**src/sv/modbus_fc03_response_checker_unit_macros.svh**
```systemverilog
// ----------------------------------------------------------------------------
// Modbus FC03 response checker - assertion macros
// Shared concurrent assertion forms, clocked on clk_i and off during reset.
// ----------------------------------------------------------------------------
`ifndef MODBUS_FC03_RESPONSE_CHECKER_UNIT_MACROS_SVH
`define MODBUS_FC03_RESPONSE_CHECKER_UNIT_MACROS_SVH

// Same-cycle implication.
`define MFC3_ASSERT_IMP(name, cond, expr) \
  name: assert property (@(posedge clk_i) disable iff (!rst_ni) (cond) |-> (expr)) \
    else $error("modbus fc03 checker: assertion failed");

// Next-cycle implication.
`define MFC3_ASSERT_NEXT(name, cond, expr) \
  name: assert property (@(posedge clk_i) disable iff (!rst_ni) (cond) |=> (expr)) \
    else $error("modbus fc03 checker: assertion failed");

`endif

```
**src/sv/modfc3_pkg.sv**
```systemverilog
// ----------------------------------------------------------------------------
// Modbus FC03 response checker - package
// Constants, status codes, frame summary record and the CRC byte update.
// ----------------------------------------------------------------------------
package modfc3_pkg;

  localparam logic [15:0] CrcInit         = 16'hFFFF;
  localparam logic [15:0] CrcPoly         = 16'hA001;
  localparam logic [7:0]  FuncReadHolding = 8'h03;
  localparam logic [7:0]  ExpectedCount   = 8'h04;
  localparam logic [3:0]  MinFrameLen     = 4'd9;

  localparam int unsigned QueueDepthDefault = 2;

  typedef enum logic [2:0] {
    StOk    = 3'd0,
    StShort = 3'd1,
    StFunc  = 3'd2,
    StCount = 3'd3,
    StCrc   = 3'd4
  } status_e;

  // Summary of one finished frame, handed from front to back.
  typedef struct packed {
    logic        too_short;
    logic        func_ok;
    logic        count_ok;
    logic [15:0] crc_run;
    logic [15:0] crc_rx;
    logic [31:0] value;
  } frame_rec_t;

  // CRC-16/MODBUS update over one byte, LSB first.
  function automatic logic [15:0] crc_byte(input logic [15:0] crc, input logic [7:0] b);
    logic [15:0] c;
    c = crc ^ {8'h00, b};
    for (int i = 0; i < 8; i++) begin
      c = c[0] ? ((c >> 1) ^ CrcPoly) : (c >> 1);
    end
    return c;
  endfunction

endpackage

```
**src/sv/modbus_fc03_response_checker_unit.sv**
```systemverilog
// ----------------------------------------------------------------------------
// Modbus FC03 response checker - top level
// Checks received Modbus RTU read-holding-register responses byte by byte.
// ----------------------------------------------------------------------------
// Feed the received response one byte per beat on rx_byte_i, with frame_end_i
// high on the final byte. One byte is taken every clock while full is low:
// the CRC-16/MODBUS update (init 0xFFFF, reflected poly 0xA001) is an
// unrolled byte-wide step in the front end, run two bytes behind the newest
// byte so the two trailing CRC bytes are left out. Every final byte yields
// exactly one result on the output queue: status 0 ok, 1 shorter than nine
// bytes, 2 function code not 0x03, 3 byte count not 0x04, 4 CRC mismatch,
// checked in that order; reading_o holds the signed 32-bit value (bytes 5-6
// high word, bytes 3-4 low word) on success and zero otherwise. A frame's
// result passes through the summary queue and then the output register.
// Finished-frame summaries wait in a queue of QueueDepth entries ahead of the
// output register; full rises only when that queue is full, so input stalls
// only if results are not popped. Frame state returns to idle after each final
// byte, ready for the next frame.
// ----------------------------------------------------------------------------
module modbus_fc03_response_checker_unit #(
  parameter int unsigned QueueDepth = modfc3_pkg::QueueDepthDefault
) (
  input  logic               clk_i,
  input  logic               rst_ni,
  // Input queue side.
  input  logic               push,
  output logic               full,
  input  logic [7:0]         rx_byte_i,
  input  logic               frame_end_i,
  // Result queue side.
  output logic               empty,
  input  logic               pop,
  output logic [2:0]         status_o,
  output logic signed [31:0] reading_o
);

  modfc3_pkg::frame_rec_t front_rec, back_rec;
  logic                   rec_push;
  logic                   q_full, q_empty, q_pop;

  // Front end: frame tracking and CRC, one byte per beat.
  modfc3_front u_front (
    .clk_i       (clk_i),
    .rst_ni      (rst_ni),
    .push_i      (push),
    .q_full_i    (q_full),
    .rx_byte_i   (rx_byte_i),
    .frame_end_i (frame_end_i),
    .rec_push_o  (rec_push),
    .rec_o       (front_rec)
  );

  // Decouple front and back so each can stall on its own.
  modfc3_queue #(
    .Depth (QueueDepth)
  ) u_queue (
    .clk_i       (clk_i),
    .rst_ni      (rst_ni),
    .push_i      (rec_push),
    .push_data_i (front_rec),
    .full_o      (q_full),
    .pop_i       (q_pop),
    .pop_data_o  (back_rec),
    .empty_o     (q_empty)
  );

  // Back end: grade the frame and hold the result beat.
  modfc3_back u_back (
    .clk_i     (clk_i),
    .rst_ni    (rst_ni),
    .rec_i     (back_rec),
    .q_empty_i (q_empty),
    .q_pop_o   (q_pop),
    .pop_i     (pop),
    .empty_o   (empty),
    .status_o  (status_o),
    .reading_o (reading_o)
  );

  // Hold off bytes only while no summary slot is free.
  assign full = q_full;

endmodule

```
**src/sv/modfc3_front.sv**
```systemverilog
// ----------------------------------------------------------------------------
// Modbus FC03 response checker - front end
// Takes one byte per beat, tracks frame state and CRC, emits a frame summary.
// ----------------------------------------------------------------------------
module modfc3_front (
  input  logic                    clk_i,
  input  logic                    rst_ni,
  input  logic                    push_i,
  input  logic                    q_full_i,
  input  logic [7:0]              rx_byte_i,
  input  logic                    frame_end_i,
  output logic                    rec_push_o,
  output modfc3_pkg::frame_rec_t  rec_o
);

  logic [3:0]  pos_q, pos_d;
  logic [15:0] crc_q, crc_d;
  logic [7:0]  trail0_q, trail0_d, trail1_q, trail1_d;
  logic [7:0]  pay_q [4];
  logic [7:0]  pay_d [4];
  logic        fm_q, fm_d, cm_q, cm_d;
  logic        accept;
  logic [15:0] crc_fed;
  logic        fm_new, cm_new;
  logic [7:0]  pay_new [4];

  assign accept = push_i && !q_full_i;

  always_comb begin
    crc_fed = (pos_q >= 4'd2) ? modfc3_pkg::crc_byte(crc_q, trail1_q) : crc_q;
    fm_new  = (pos_q == 4'd1) ? (rx_byte_i == modfc3_pkg::FuncReadHolding) : fm_q;
    cm_new  = (pos_q == 4'd2) ? (rx_byte_i == modfc3_pkg::ExpectedCount) : cm_q;
    for (int i = 0; i < 4; i++) begin
      pay_new[i] = (pos_q == 4'(i + 3)) ? rx_byte_i : pay_q[i];
    end

    pos_d    = pos_q;
    crc_d    = crc_q;
    trail0_d = trail0_q;
    trail1_d = trail1_q;
    fm_d     = fm_q;
    cm_d     = cm_q;
    pay_d    = pay_q;

    if (accept) begin
      if (frame_end_i) begin
        // Frame done: return every entry to its idle value.
        pos_d    = '0;
        crc_d    = modfc3_pkg::CrcInit;
        trail0_d = '0;
        trail1_d = '0;
        fm_d     = 1'b0;
        cm_d     = 1'b0;
        for (int i = 0; i < 4; i++) pay_d[i] = '0;
      end else begin
        pos_d    = (pos_q < modfc3_pkg::MinFrameLen) ? pos_q + 4'd1 : pos_q;
        crc_d    = crc_fed;
        trail0_d = rx_byte_i;
        trail1_d = trail0_q;
        fm_d     = fm_new;
        cm_d     = cm_new;
        pay_d    = pay_new;
      end
    end

    rec_push_o      = accept && frame_end_i;
    rec_o.too_short = (pos_q + 4'd1) < modfc3_pkg::MinFrameLen;
    rec_o.func_ok   = fm_new;
    rec_o.count_ok  = cm_new;
    rec_o.crc_run   = crc_fed;
    rec_o.crc_rx    = {rx_byte_i, trail0_q};
    rec_o.value     = {pay_new[2], pay_new[3], pay_new[0], pay_new[1]};
  end

  always_ff @(posedge clk_i or negedge rst_ni) begin
    if (!rst_ni) begin
      pos_q    <= '0;
      crc_q    <= modfc3_pkg::CrcInit;
      trail0_q <= '0;
      trail1_q <= '0;
      fm_q     <= 1'b0;
      cm_q     <= 1'b0;
      for (int i = 0; i < 4; i++) pay_q[i] <= '0;
    end else begin
      pos_q    <= pos_d;
      crc_q    <= crc_d;
      trail0_q <= trail0_d;
      trail1_q <= trail1_d;
      fm_q     <= fm_d;
      cm_q     <= cm_d;
      pay_q    <= pay_d;
    end
  end

endmodule

```
**src/sv/modfc3_queue.sv**
```systemverilog
// ----------------------------------------------------------------------------
// Modbus FC03 response checker - summary queue
// Small FIFO of frame summaries between front and back.
// ----------------------------------------------------------------------------
`include "modbus_fc03_response_checker_unit_macros.svh"

module modfc3_queue #(
  parameter int unsigned Depth = modfc3_pkg::QueueDepthDefault
) (
  input  logic                   clk_i,
  input  logic                   rst_ni,
  input  logic                   push_i,
  input  modfc3_pkg::frame_rec_t push_data_i,
  output logic                   full_o,
  input  logic                   pop_i,
  output modfc3_pkg::frame_rec_t pop_data_o,
  output logic                   empty_o
);

  localparam int unsigned PtrW = (Depth > 1) ? $clog2(Depth) : 1;
  localparam int unsigned CntW = $clog2(Depth + 1);

  modfc3_pkg::frame_rec_t mem_q [Depth];
  logic [PtrW-1:0] wr_ptr_q, wr_ptr_d, rd_ptr_q, rd_ptr_d;
  logic [CntW-1:0] cnt_q, cnt_d;
  logic            wr_en, rd_en;

  assign full_o     = (cnt_q == CntW'(Depth));
  assign empty_o    = (cnt_q == '0);
  assign wr_en      = push_i && !full_o;
  assign rd_en      = pop_i && !empty_o;
  assign pop_data_o = mem_q[rd_ptr_q];

  always_comb begin
    wr_ptr_d = wr_ptr_q;
    rd_ptr_d = rd_ptr_q;
    cnt_d    = cnt_q;
    if (wr_en) begin
      wr_ptr_d = (wr_ptr_q == PtrW'(Depth - 1)) ? '0 : wr_ptr_q + 1'b1;
    end
    if (rd_en) begin
      rd_ptr_d = (rd_ptr_q == PtrW'(Depth - 1)) ? '0 : rd_ptr_q + 1'b1;
    end
    if (wr_en && !rd_en) begin
      cnt_d = cnt_q + 1'b1;
    end else if (rd_en && !wr_en) begin
      cnt_d = cnt_q - 1'b1;
    end
  end

  always_ff @(posedge clk_i or negedge rst_ni) begin
    if (!rst_ni) begin
      wr_ptr_q <= '0;
      rd_ptr_q <= '0;
      cnt_q    <= '0;
    end else begin
      wr_ptr_q <= wr_ptr_d;
      rd_ptr_q <= rd_ptr_d;
      cnt_q    <= cnt_d;
    end
  end

  always_ff @(posedge clk_i) begin
    if (wr_en) begin
      mem_q[wr_ptr_q] <= push_data_i;
    end
  end

  `MFC3_ASSERT_IMP(a_cnt_bound, 1'b1, cnt_q <= CntW'(Depth))
  `MFC3_ASSERT_NEXT(a_push_fills, wr_en, !empty_o)
  `MFC3_ASSERT_NEXT(a_last_pop_drains, rd_en && !push_i && (cnt_q == CntW'(1)), empty_o)

endmodule

```
**src/sv/modfc3_back.sv**
```systemverilog
// ----------------------------------------------------------------------------
// Modbus FC03 response checker - back end
// Grades a frame summary and holds the result until it is taken.
// ----------------------------------------------------------------------------
`include "modbus_fc03_response_checker_unit_macros.svh"

module modfc3_back (
  input  logic                   clk_i,
  input  logic                   rst_ni,
  input  modfc3_pkg::frame_rec_t rec_i,
  input  logic                   q_empty_i,
  output logic                   q_pop_o,
  input  logic                   pop_i,
  output logic                   empty_o,
  output logic [2:0]             status_o,
  output logic signed [31:0]     reading_o
);

  logic                valid_q, valid_d;
  modfc3_pkg::status_e status_q, status_d;
  logic [31:0]         reading_q, reading_d;

  always_comb begin
    if (rec_i.too_short) begin
      status_d = modfc3_pkg::StShort;
    end else if (!rec_i.func_ok) begin
      status_d = modfc3_pkg::StFunc;
    end else if (!rec_i.count_ok) begin
      status_d = modfc3_pkg::StCount;
    end else if (rec_i.crc_rx != rec_i.crc_run) begin
      status_d = modfc3_pkg::StCrc;
    end else begin
      status_d = modfc3_pkg::StOk;
    end
    reading_d = (status_d == modfc3_pkg::StOk) ? rec_i.value : '0;

    // Load when the output slot is free or being taken this beat.
    q_pop_o = !q_empty_i && (!valid_q || pop_i);
    valid_d = q_pop_o ? 1'b1 : (pop_i ? 1'b0 : valid_q);
  end

  always_ff @(posedge clk_i or negedge rst_ni) begin
    if (!rst_ni) begin
      valid_q <= 1'b0;
    end else begin
      valid_q <= valid_d;
    end
  end

  always_ff @(posedge clk_i) begin
    if (q_pop_o) begin
      status_q  <= status_d;
      reading_q <= reading_d;
    end
  end

  assign empty_o   = !valid_q;
  assign status_o  = status_q;
  assign reading_o = signed'(reading_q);

  `MFC3_ASSERT_IMP(a_fail_reads_zero, valid_q && (status_q != modfc3_pkg::StOk), reading_q == '0)
  `MFC3_ASSERT_NEXT(a_load_fills, q_pop_o, valid_q)

endmodule
```
**config.mk**
```make
export PLATFORM = sky130hd
export DESIGN_NAME = modbus_fc03_response_checker_unit
export DESIGN_NICKNAME = d
export VERILOG_FILES = /design/src/sv/modfc3_pkg.sv /design/src/sv/modbus_fc03_response_checker_unit.sv /design/src/sv/modfc3_front.sv /design/src/sv/modfc3_queue.sv /design/src/sv/modfc3_back.sv
export VERILOG_INCLUDE_DIRS = /design/src /design/src/sv
export SDC_FILE = /design/constraint.sdc
export NUM_CORES = 1
export LEC_CHECK = 0
export ABC_AREA = 0
export BUFFER_PORTS_ARGS = -buffer_cell sky130_fd_sc_hd__clkbuf_2
export CORE_MARGIN = 5
export CORE_UTILIZATION = 30
export DETAILED_ROUTE_END_ITERATION = 12
export PLACE_DENSITY_LB_ADDON = 0.3
export SLEW_MARGIN = 20
export SYNTH_ARGS = -nofsm -noshare
export SYNTH_HDL_FRONTEND = slang
export SYNTH_HIERARCHICAL = 1
export SYNTH_SLANG_ARGS = --single-unit
```
**constraint.sdc**
```tcl
create_clock -name clk_i -period 8.65 [get_ports clk_i]
set_input_delay 0.865 -clock clk_i [delete_from_list [all_inputs] [get_ports clk_i]]
set_output_delay 0.865 -clock clk_i [all_outputs]
set_load 0.01 [all_outputs]
```
=== Word-level counts from Yosys, hierarchy flattened ===
Memory sizes are Yosys's and may differ from the RTL's.
Cells that the tools add are included.

* Register bits: 110
* Bits in latches: 0
* Bits in writable memories: 134
* Bits in read-only memories: 0
* Bits of input ports: 13
* Output and inout bits: 37
* Logic and storage cells: 98
* Memories kept: 1

* Add/sub/neg operators: 5
* Multipliers: 0
* Divide/modulo/power cells: 0
* $lt $le $gt $ge: 3
* Equality and inequality tests: 10
* Shift-type cells: 0
* Mux-type cells: 35
* Bitwise operators: 9
* Reduce and logical (&&, ||, !) cells: 19

{| class="wikitable"
|+ Memory list
! name !! depth !! width !! rd ports !! clocked after Yosys merged registers in !! write ports !! RTL line !! text
|-
| u_queue.mem_q || 2 || 67 || 1 || 0 || 1 || modfc3_queue.sv:23 || <nowiki>modfc3_pkg::frame_rec_t mem_q [Depth];</nowiki>
|}

{| class="wikitable"
|+ Operator list
! operator !! number
|-
| 2-to-1 mux 16 bit || 10
|-
| 2-to-1 mux 8 bit || 6
|-
| 2-to-1 mux 32 bit || 1
|-
| NOT 2 -> 3 bit || 8
|-
| != test 16 bit || 1
|-
| bitwise XOR 16 x 8 -> 16 bit || 1
|-
| equality test 4 x 3 -> 1 bit, second input constant || 3
|-
| 2-to-1 mux 3 bit || 4
|-
| 2-to-1 mux 1 bit || 10
|-
| equality test 4 x 2 -> 1 bit, second input constant || 2
|-
| equality test 8 x 2 -> 1 bit, second input constant || 1
|-
| equality test 8 x 3 -> 1 bit, second input constant || 1
|-
| less-than comparator 4 bit, second input constant || 2
|-
| 2-to-1 mux 4 bit || 2
|-
| logical AND 1 bit || 7
|-
| nonzero test 2 bit || 3
|-
| zero test 1 bit || 5
|-
| adder 4 x 1 -> 4 bit, second input constant || 1
|-
| equality test 4 x 1 -> 1 bit, second input constant || 1
|-
| greater-or-equal comparator 4 x 2 -> 1 bit, second input constant || 1
|-
| 2-to-1 mux 2 bit || 2
|-
| zero test 3 bit || 1
|-
| adder 1 bit, second input constant || 2
|-
| adder 2 x 1 -> 2 bit, second input constant || 1
|-
| 5 further kinds || 5
|}

=== Longest topological paths before layout ===
Gate-level depths: netlist (run 1).

* Depth in word-level cells: 19
* Depth in mapped cells: 12
* Depth with buffers taken out: 10

=== Cells and area by module ===
The synthesis (run 1) kept the hierarchy.

{| class="wikitable"
|+ Modules (own cells, without submodules)
! module !! times used !! cells an instance !! area an instance (um^2) !! sequential area each (um^2)
|-
| modfc3_queue || 1 || 228 || 5122.4 || 4124.0
|-
| modfc3_front || 1 || 350 || 3643.5 || 1771.7
|-
| modfc3_back || 1 || 137 || 1620.3 || 1076.0
|}

=== Worst setup path before layout (run 1) ===
No wires, ideal clock.

* Path type: input-to-reg
* Start: input push
* End: memory u_queue/mem_q[0][0] (netlist name) (enable)
* Setup time: 0.492 ns
* Data arrival time: 4.356 ns
* Required time: 8.158 ns
* Path slack: 3.801 ns
* Cell stages on the path: 6
* Path buffers: 2
* Cell sequence: nand2b_1 > clkbuf_1 > clkbuf_1 > nor2_1 > nand2_1 > nor2_1

* Longest elaborated chain between the ends: 5

{| class="wikitable"
|+ Ends and longest elaborated chain
! what !! RTL line !! text
|-
| start: declaration || modbus_fc03_response_checker_unit.sv:26 || <nowiki>input logic push,</nowiki>
|-
| logical AND 1 bit || modfc3_front.sv:27 || <nowiki>assign accept = push_i && !q_full_i;</nowiki>
|-
| logical AND 1 bit || modfc3_front.sv:66 || <nowiki>rec_push_o = accept && frame_end_i;</nowiki>
|-
| via rec_push || modbus_fc03_response_checker_unit.sv:38 || <nowiki>logic rec_push;</nowiki>
|-
| logical AND 1 bit || modfc3_queue.sv:30 || <nowiki>assign wr_en = push_i && !full_o;</nowiki>
|-
| 2-to-1 mux 1 bit || modfc3_queue.sv:64 || <nowiki>if (wr_en) begin</nowiki>
|-
| 2-to-1 mux 1 bit (implied by the code) || modfc3_queue.sv:65 || <nowiki>mem_q[wr_ptr_q] <= push_data_i;</nowiki>
|-
| end: declaration || modfc3_queue.sv:23 ||
|}

The timed path passes the listed nets, and every way through them passes these cells.

==> results.md, run 1 <==
* Worst-Margin Slew at 0.981 ns
* Synth top area cells: edfxtp_1 (49%), dfrtp_1 (14%), mux2_2 (8.6%)
* Final hold violations at 0
* R2R setup slack at 5.69 ns
* Crit path kind: reg -> reg
* I/O pin count at 50
* Post-CTS Setup Bufs at 0
* R2r worst-path depth at 7
* Status: complete, no violations
* Height of the die at about 200 um
* CP required at roughly 9 ns
* Crit path arrival time at 3.24 ns
* Overall Global Routing Usage at ~11%
* GR Overflow Total at 0
* CTS clk-pin slew, worst paths at roughly 0.060 ns
* Count of final setup violators at 0
* Inserted Diodes at 0
* Die width at around 200 um
* CP startpoint kind: flop
* Starting Density at 30.2%
* TritonCTS clock tree: built
* Max H-tree Level at 1
* Distinct cells, synth at between 40 and 50
* Post-DP HPWL at approximately 13000 um
* CTS root buffer: clkbuf_16
* Period utilisation layout at ~34%
* Hold crit path type: in -> async
* Post-synth ARST share at a little under a third
* Largest net degree at the start of global routing at 74
* Yosys top cell area share at approximately 49%
* Syn. warnings at 6
* Area grow syn2layout at 15.2%
* Worst VDD drop at between 0.2 and 0.25 mV
* Final Cell Area at approximately 12000 um^2
* Synth Instances at just over 700
* DRC at 0
* DR vias/cell at approximately 4.6
* Slew Limit Fails at 0
* Crit end category: flop
* Later-pin clock latency in the skew report at between 0.5 and 0.6 ns
* Total wire length at 21100 um
* First-pass GRT wire length at between 30000 and 40000 um
* PD cells at between 300 and 400 nW/um^2
* CTS Buf Count at 28
* Initial DRC Count at ~370
* Max-cap viol count at 0
* Post-Syn Area at roughly 10000 um^2
* Synth Area per Inst at between 10 and 15 um^2
* Placed cell area at between 10000 and 15000 um^2
* Yosys reg bits at roughly 240
* WL per Instance at 17.1 um
* Fin nets at about 780
* R2r startpoint: u_queue/rd_ptr_q$_DFFE_PN0P_
* Final Skew at ~0.01 ns
* Critical path startpoint: u_queue/rd_ptr_q$_DFFE_PN0P_
* Drt first pass iters at 5
* Antenna violations before repair at 0
* # clock sinks at 244
* Fin Setup TNS at 0 ns
* DRT antenna net count at 0
* Die ar. at 38400 um^2
* Fmax at between 0.3 and 0.4 GHz
* Slew HR at 34.6%
* Leakage at around 0.0045 uW
* Fin Hold WS at 0.271 ns
* Ratio of cells with drive above 1 in the final layout at between 30% and 40%
* Rows at 68
* Vias in the first global route at about 6000
* RSZ-0062 raised after global routing: false
* Min cycle time layout at around 3.0 ns
* Post-synthesis sequential area ratio at between 60 and 70%
* CTS Buffer Depth at 3
* Hold-fix buffers at CTS at 0
* Vias at 5637
* Mapped Nets at 734
* Final Wtd Congestion at about 0.75
* Number of enable flip-flop cells after synthesis at around 170
* Port bufs at slightly below 50
* Crit-path max FO at 39
* Cell taking the most area after synthesis: edfxtp_1
* FF-to-FF End: u_back/status_o[2]$_DFFE_PP_
* Top FF cell, synth: edfxtp_1
* Resized cells post-CTS at 0
* Core area at 34400 um^2
[worst max-delay path, cell delays in order, from the launching register on]
cell and delay (ns):
dfrtp_4 0.77, buf_16 0.31, mux2_2 0.37, xor2_1 0.16
nor4_1 0.39, nand4_2 0.13, buf_4 0.27, and2_2 0.25
[logic make-up after synthesis]
| logic type | after synthesis | synth area share (%) |
|---|---|---|
| flops | 244 | 67.1 |
| simple gates | 170 | 7.12 |
| mux | 100 | 11.6 |
| compound gates | 96 | 6.57 |
| buf+inv | 55 | 3.00 |
| xor+xnor | 44 | 3.92 |
| fa+ha+maj | 6 | 0.723 |
[synth_stat cells (10+ instances only)]
cell type / n
edfxtp_1: 169
nor2_1: 41
dfstp_2: 16
buf_4: 10
xor2_1: 20
a21oi_1: 10
dfrtp_1: 59
mux2_4: 20
o21ai_0: 30
nor2_2: 13
mux2_2: 79
a22o_1: 34
xnor2_1: 22
inv_1: 10
clkbuf_1: 22
nand2_1: 97
o22a_1: 13
[layout by cell type, fill, tap and decap left out, drive strengths merged, types with 5 or more instances in the layout]
cell | netlist | final
o21ai | 30 | 30
a21oi | 10 | 10
clkbuf | 23 | 89
o22a | 13 | 13
ha | 6 | 6
mux2 | 99 | 99
a22o | 34 | 34
dfrtp | 59 | 59
clkinv | 0 | 9
nand2 | 97 | 97
buf | 22 | 11
xor2 | 20 | 20
xnor2 | 23 | 23
dfstp | 16 | 16
nor2 | 54 | 54
nor4 | 5 | 5
edfxtp | 169 | 169
inv | 10 | 10
[report_power, final]
group / switching, uW / internal [uW] / total [uW] / leakage [uW]
registers: 166 / 1700 / 1870 / 0.00255
clock network: 444 / 703 / 1150 / 0.000445
logic: 867 / 640 / 1510 / 0.00149
total: 1480 / 3040 / 4520 / 0.00449
[layout make-up]
cell class                 instances  area (um^2)
fill                            3412        22400
sequential                       244         6980
multi-input combinational        416         3130
clock buffer                      41          811
tap                              455          569
timing repair buffer              59          343
clock inverter                    11         97.6
inverter                          10         37.5
[flip-flops by register name, indices dropped and copies added (netlist names), 2 cells and up]
register          count
u_back/reading_o     32
u_back/status_o       3
u_front/crc_q        16
u_front/pay_q        32
u_front/pos_q         4
u_front/trail0_q      8
u_front/trail1_q      8
u_queue/cnt_q         2
u_queue/mem_q       134
[stage by stage]
stage / instances / utilization (%) / setup WS, ns / power (uW)
3_3_place_gp: 1183 / 32.1 / 5.51 / 3380
6_report: 1236 / 34.8 / 5.69 / 4520
2_1_floorplan: 715 / - / 3.80 / 2970
4_1_cts: 1235 / 34.7 / 5.48 / 4570
3_5_place_dp: 1183 / 32.1 / 5.48 / 3400
5_1_grt: 1236 / 34.8 / 5.42 / 4800
[worst max-delay path by stage]
stage | end | slack, ns | cells after the start
after floorplan | u_queue/mem_q[0][0]$_DFFE_PP_ | 3.80 | 6
after global routing | u_queue/mem_q[0][28]$_DFFE_PP_ | 5.42 | 8
after detailed placement | u_back/status_o[2]$_DFFE_PP_ | 5.48 | 6
after CTS | u_back/status_o[2]$_DFFE_PP_ | 5.48 | 6
after global placement | u_back/status_o[2]$_DFFE_PP_ | 5.51 | 6
final | u_back/status_o[2]$_DFFE_PP_ | 5.69 | 7
[routing by layer]
layer | up-vias | GRT usage (%) | part of all wire [%]
li1 | 2677 | - | -
met1 | 2836 | 15.9 | 49
met2 | 92 | 17.3 | 46
met3 | 32 | 1.63 | 2.9
met4 | 0 | 3.18 | 2.3
met5 | - | 0 | 0
Note: power is estimated with default switching activity, not from simulation.
==> run 2, diff against run 1 <==
- ABC_AREA: 0 -> 1
- clock period: 8.65 -> 2.8 ns (I/O delays scaled with it)
==> run 2 against run 1 <==
Compared with the run above: register-to-register slack worse by 5.4 ns; critical path depth up 2; critical path type unchanged; die area grew 4.2%; combinational power grew to 3.0 times the previous value; clock power rose to 2.9 times the previous value; global-route usage grew 0.52 points; non-clock buffer count is 8 higher; synthesized cell count grew 53%; wire length rose by 9.8%; sequential cell count stayed put.
==> results.md, run 2 <==
* Largest register FFs at 134 (unchanged)
* Synth Area per Inst at 9.90 um^2 (-32%)
* Die width at 200 um (+2.1%)
* Number of enable flip-flop cells after synthesis at 169 (unchanged)
* Final hold violations at 0 (unchanged)
* Most frequent cells in the layout: nand2_1 (362), inv_1 (178), edfxtp_1 (169)
* Core area at 35700 um^2 (+3.7%)
* Mapped Nets at 1115 (+52%)
* DR vias/cell at 4.34 (-4.8%)
* Crit end category: flop
* Area grow syn2layout at 15.0%
* R2R setup slack at 0.31 ns (-5.38 ns)
* Final Skew at 0.0243 ns (+0.0145 ns)
* Worst-Margin Slew at 0.753 ns (-0.228 ns)
* Power, Total at 13200 uW (+190%)
* Later-pin clock latency in the skew report at 0.53 ns (about the same)
* Overall Global Routing Usage at 11.5% (+0.52 points)
* Synth Instances at 1096 (+53%)
* Clock share of power at 25.4% (about the same)
* I/O pin count at 50 (unchanged)
* CTS root buffer: clkbuf_16
* Min cycle time layout at 2.49 ns (-0.473 ns)
* Yosys top cell area share at 46.8% (-2.1 points)
* Syn. warnings at 6 (unchanged)
* Antenna violations before repair at 2 (+2)
* Cell taking the most area after synthesis: edfxtp_1
* Inserted Diodes at 0 (unchanged)
* First-pass GRT wire length at 37900 um (+12%)
* Most frequent cell after synthesis: nand2_1
* # clock sinks at 244 (unchanged)
* Area of the multi-input gates at 2880 um^2 (-8.0%)
* Vias at 7064 (+25%)
* Drt first pass iters at 5 (unchanged)
* Fin Setup TNS at 0 ns (unchanged)
* Synth cell count leaders: nand2_1 (362), inv_1 (179), edfxtp_1 (169)
* Starting Density at 30.4% (+0.21 points)
* Count of final setup violators at 0 (unchanged)
* Initial DRC Count at 498 (+34%)
* Commonest non-fill, non-tap cell in the layout: nand2_1
* DRC at 0 (unchanged)
* RSZ-0062 raised after global routing: false
* Die ar. at 40100 um^2 (+4.2%)
* WL per Instance at 14.3 um (-17%)
* Ratio of cells with drive above 1 in the final layout at 16.3% (-14 points)
* Post-synth ARST share at 30.7% (unchanged)
* Worst VDD drop at 0.521 mV (+110%)
* Fmax at 0.402 GHz (+19%)
* DRT antenna net count at 0 (unchanged)
* Yosys reg bits at 244 (unchanged)
* Rows at 69 (+1.5%)
* Period utilisation layout at 88.9% (+55 points)
* Vias in the first global route at 7009 (+19%)
* Slew HR at 49.8% (+15 points)
* Crit-path max FO at 31 (-21%)
* Height of the die at 200 um (+2.1%)
* CTS Buffer Depth at 3 (unchanged)
* Largest net degree at the start of global routing at 69 (-6.8%)
* CP startpoint kind: flop
* CTS Buf Count at 27 (-3.6%)
* Post-synthesis sequential area ratio at 64.3% (-2.9 points)
* Slew Limit Fails at 0 (unchanged)
* PD cells at 1050 nW/um^2 (+180%)
* Crit path kind: reg -> reg
* Combinational share of power at 33.9% (+0.6 points)
* Largest Register: u_queue/mem_q
* Final Wtd Congestion at 0.787 (+4.8%)
* Max-cap viol count at 0 (unchanged)
* R2r worst-path depth at 9 (+2)
* Reg power frac at 40.7% (-0.6 points)
* Port bufs at 49 (unchanged)
* Max H-tree Level at 1 (unchanged)
* Fin nets at 1164 (+50%)
* Net Sw Frac at 36.3% (+3.6 points)
* Leakage at 0.00577 uW (+29%)
* Synth top area cells: edfxtp_1 (47%), dfrtp_1 (14%), nand2_1 (13%)
* Distinct cells, synth at 34 (-24%)
* Status: complete, no violations
* TritonCTS clock tree: built
* GR Overflow Total at 0 (unchanged)
* CTS clk-pin slew, worst paths at 0.06 ns (about the same)
* Total wire length at 23200 um (+9.8%)
* CP required at 3.06 ns (-5.87 ns)
* Net switching power at 4770 uW (+220%)
* Register area at 6970 um^2 (about the same)
* Top FF cell, synth: edfxtp_1
* Internal power at 8380 uW (+180%)
* Post-DP HPWL at 15100 um (+19%)
* Crit path arrival time at 2.75 ns (-0.49 ns)
* Hold crit path type: in -> reg
* Post-Syn Area at 10800 um^2 (+4.4%)
* Fillers at 3541 (+3.8%)
* Hold path depth at 1
-- run 2: cell types whose count changed after synthesis, sizes merged, moves of 16 or more --
cell,previous run,this run
nand2,97,376
a22o,34,0
inv,10,190
o21ai,30,64
nor2,54,77
o22ai,2,54
xor2,20,4
mux2,99,0
xnor2,23,3
-- run 2: metal layers --
metal | wire length (um) | vias up | track usage (%)
li1 | - | 3594 | -
met1 | 10500 | 3303 | 15.3
met2 | 10900 | 133 | 19.5
met3 | 1340 | 34 | 2.38
met4 | 500 | 0 | 2.98
met5 | 0 | - | 0
-- run 2: layout make-up --
type	instances	area share (%)
inverters	190	5.75
flip-flops and latches	244	55.9
multi-input cells	615	23.1
repair buffers	67	3.91
clock inverters	9	0.652
clock buffers	41	6.08
well taps	461	4.62
-- run 2: path summary, 6_finish.rpt --
kind	start	to
max reg2reg	u_queue/cnt_q[0]$_DFFE_PN0P_	u_queue/mem_q[0][49]$_DFFE_PP_
max in group asynchronous	rst_ni	u_front/crc_q[15]$_DFFE_PN1P_
min in group asynchronous	rst_ni	u_front/trail0_q[2]$_DFFE_PN0P_
min	rx_byte_i[0]	u_queue/mem_q[0][40]$_DFFE_PP_
min reg2reg	u_front/trail0_q[3]$_DFFE_PN0P_	u_queue/mem_q[0][35]$_DFFE_PP_
max	u_queue/cnt_q[0]$_DFFE_PN0P_	u_queue/mem_q[0][49]$_DFFE_PP_
-- run 2: power groups by stage --
| stage | sequential, uW | clock, uW | combinational (uW) |
|---|---|---|---|
| after floorplan | 5460 | 0 | 3150 |
| after global placement | 5410 | 0 | 4470 |
| after detailed placement | 5430 | 0 | 4520 |
| after CTS | 5360 | 3440 | 4540 |
| after global routing | 5440 | 3580 | 5130 |
| final | 5350 | 3340 | 4460 |
-- run 2: critical path, stage by stage (launching register included) --
cell        delay (ns)
dfrtp_1           0.45
nor2_1            0.32
nor2_4            0.08
inv_2             0.19
nor2_1            0.09
inv_1             0.06
nor2_1            0.05
nand2_1           0.14
clkinvlp_4        0.45
buf_12            0.36
-- run 2: timing repair --
item                      in CTS  in global routing
hold endpoints to repair      38                  0
buffers inserted               0                  0
resized for setup              0                  0
hold buffers                   2                  0
-- run 2: metrics by stage --
step	setup WS [ns]	instance area, um^2	utilization (%)	instances	hold WS, ns
floorplan	0.151	10900	-	1096	-0.0156
global placement	0.337	11600	32.6	1575	0.323
detailed placement	0.326	11600	32.6	1575	0.322
CTS	0.273	12500	35.0	1627	0.0682
global route	0.0422	12500	35.0	1627	0.0872
finish	0.310	12500	35.0	1627	0.0726
-- run 2: cell families after synthesis --
kind of cell | after synthesis | share of synthesized area [%]
and+or+nand+nor | 473 | 18.5
adders and majority gates | 6 | 0.692
DFF | 244 | 64.3
xor gates and xnor gates | 7 | 0.565
buffers and inverters | 237 | 9.31
AOI/OAI and AO/OA | 129 | 6.70
==> run 3, diff against run 2 <==
- ABC_AREA: 1 -> default
- PLACE_DENSITY_LB_ADDON: 0.3 -> 0.15
==> run 3 against run 2 <==
Compared with the run above: wire length increased by 1.1%; combinational power rose by 5.6%; clock power down 2%; die area is 4.0% lower; fmax fell by 3.2%; power up 4.2%; global-route usage is 0.60 points higher; worst setup slack worse by 0.081 ns; sequential share of layout area rose by 2.3 points; critical path type unchanged.
==> results.md, run 3 (synthesis gave the netlist of run 1 again) <==
* Fmax at 0.389 GHz (-3.2%)
* Fillers at 3384 (-4.4%)
* Crit path arrival time at 2.98 ns (+0.23 ns)
* Port bufs at 49 (unchanged)
* Most frequent cells in the layout: edfxtp_1 (169), nand2_1 (97), mux2_2 (79)
* R2R setup slack at 0.23 ns (-0.08 ns)
* Power, Total at 13700 uW (+4.2%)
* Fin nets at 790 (-32%)
* # clock sinks at 244 (unchanged)
* Die width at 196 um (-2.0%)
* Vias in the first global route at 6089 (-13%)
* Total wire length at 23500 um (+1.1%)
* DR vias/cell at 4.58 (+5.6%)
* Initial DRC Count at 319 (-36%)
* DP Cell Count at 1195 (-24%)
* PD cells at 1140 nW/um^2 (+8.4%)
* Overall Global Routing Usage at 12.1% (+0.60 points)
* Largest register FFs at 134 (unchanged)
* R2r startpoint: u_queue/rd_ptr_q$_DFFE_PN0P_
* Top Layer Used: met4
* Core area at 34400 um^2 (-3.6%)
* Final Skew at 0.0285 ns (+0.00419 ns)
* CTS Buf Count at 27 (unchanged)
* Final Wtd Congestion at 0.738 (-6.2%)
* I/O pin count at 50 (unchanged)
* Largest Register: u_queue/mem_q
* Later-pin clock latency in the skew report at 0.55 ns (+0.02 ns)
* R2r worst-path depth at 7 (-2)
* Crit end category: flop
* CP startpoint kind: flop
* Slew Limit Fails at 0 (unchanged)
* Status: complete, no violations
* Worst VDD drop at 0.680 mV (+31%)
* Commonest non-fill, non-tap cell in the layout: edfxtp_1
* Routed met2 length at 11100 um (+2.2%)
* Leakage at 0.00450 uW (-22%)
* Min cycle time layout at 2.57 ns (+0.0815 ns)
* First-pass GRT wire length at 36500 um (-3.8%)
* Setup slack after placement at 0.166 ns (-0.159 ns)
* Crit path kind: reg -> reg
* Antenna violations before repair at 1 (-1)
* Post-route insts no fill at 1247 (-23%)
* TritonCTS clock tree: built
* Max-cap viol count at 0 (unchanged)
* CP required at 3.20 ns (+0.14 ns)
* Worst-Margin Slew at 0.815 ns (+0.0620 ns)
* Starting Density at 30.2% (-0.21 points)
* Area grow syn2layout at 15.5%
* Slew HR at 45.7% (-4.1 points)
* Inserted Diodes at 0 (unchanged)
* Rows at 68 (-1.4%)
* DRC at 0 (unchanged)
* RSZ-0062 raised after global routing: false
* Die ar. at 38400 um^2 (-4.0%)
* CTS Buffer Depth at 3 (unchanged)
* WL per Instance at 18.8 um (+32%)
* Drt first pass iters at 5 (unchanged)
* Finished Core Util at 34.9% (-0.099 points)
* Hold crit path type: in -> reg
* Count of final setup violators at 0 (unchanged)
* Ratio of cells with drive above 1 in the final layout at 30.8% (+15 points)
* DRT antenna net count at 0 (unchanged)
* Period utilisation layout at 91.8% (+2.9 points)
* FF-to-FF End: u_back/reading_o[12]$_SDFFCE_PP0P_
* Max H-tree Level at 1 (unchanged)
* Post-DP HPWL at 14600 um (-3.6%)
* Fin Hold WS at 0.0629 ns (-0.00964 ns)
* Final hold violations at 0 (unchanged)
* CTS clk-pin slew, worst paths at 0.06 ns (about the same)
* Crit path to: u_back/reading_o[12]$_SDFFCE_PP0P_
* Final worst slack at 0.228 ns (-0.0815 ns)
* Register area at 6980 um^2 (about the same)
* Height of the die at 196 um (-2.0%)
* Vias at 5715 (-19%)
* Critical path startpoint: u_queue/rd_ptr_q$_DFFE_PN0P_
* Largest net degree at the start of global routing at 73 (+5.8%)
* GR Overflow Total at 0 (unchanged)
* Met1 Wirelength at 11100 um (+5.9%)
* Area of the multi-input gates at 3130 um^2 (+8.6%)
* Crit-path max FO at 31 (unchanged)
* CTS root buffer: clkbuf_16
* Met3 wire length at 861 um (-36%)
* Resized cells post-CTS at 0 (unchanged)
==> run 3: cell types whose count changed in the layout (fill, tap and decap cells not counted), moves of 27 or more <==
cell	change
mux2_2	+79
o22ai_1	-52
nand2_1	-265
o21ai_0	-27
inv_1	-168
a22o_1	+34
==> run 3: worst min-delay path by stage <==
stage / from / to / slack, ns / cells past startpoint
floorplan: rst_ni / u_back/valid_q$_DFFE_PN0P_ / -0.02 / 0
global placement: rst_ni / u_front/trail0_q[4]$_DFFE_PN0P_ / 0.36 / 1
detailed placement: rst_ni / u_front/trail1_q[2]$_DFFE_PN0P_ / 0.36 / 1
CTS: frame_end_i / u_front/pos_q[0]$_DFFE_PN0P_ / 0.04 / 2
global route: frame_end_i / u_front/pos_q[0]$_DFFE_PN0P_ / 0.05 / 2
finish: frame_end_i / u_front/pos_q[0]$_DFFE_PN0P_ / 0.06 / 2
==> run 3: area by class of cell <==
cell class	instances	share of cell area, %
clock buffer	44	6.42
clock inverter	6	0.396
inverter	10	0.313
multi-input combinational	416	26.1
sequential	244	58.2
tap	455	4.75
timing repair buffer	72	3.86
==> run 3: report_power, final <==
part           switching [uW]  leakage [uW]  internal, uW
Sequential                494       0.00255          5240
Combinational            2670       0.00156          2040
Clock                    1380      0.000398          1880
Total                    4550       0.00450          9160
==> run 3: timing repair <==
| item | in CTS | in global routing |
|---|---|---|
| setup buffers | 0 | 0 |
| hold buffers | 2 | 0 |
| hold endpoints to repair | 30 | 0 |
==> run 3: critical path: stages (launching register included) <==
cell and delay, ns:
dfrtp_4 0.65, buf_4 0.23, mux2_2 0.35, xor2_1 0.14, nor4_1 0.36, nand4_2 0.21
buf_4 0.30, nor2_1 0.16
==> run 3: layer usage <==
layer / global-route usage [%] / vias to the layer above
li1: - / 2700
met1: 17.1 / 2883
met2: 19.8 / 102
met3: 1.96 / 30
met4: 2.66 / 0
met5: 0 / -
==> run 3: stage by stage <==
| step | TNS [ns] | instance area, um^2 |
|---|---|---|
| 2_1_floorplan | -2.80 | 10400 |
| 3_3_place_gp | 0 | 11200 |
| 3_5_place_dp | 0 | 11200 |
| 4_1_cts | 0 | 12000 |
| 5_1_grt | 0 | 12000 |
| 6_report | 0 | 12000 |
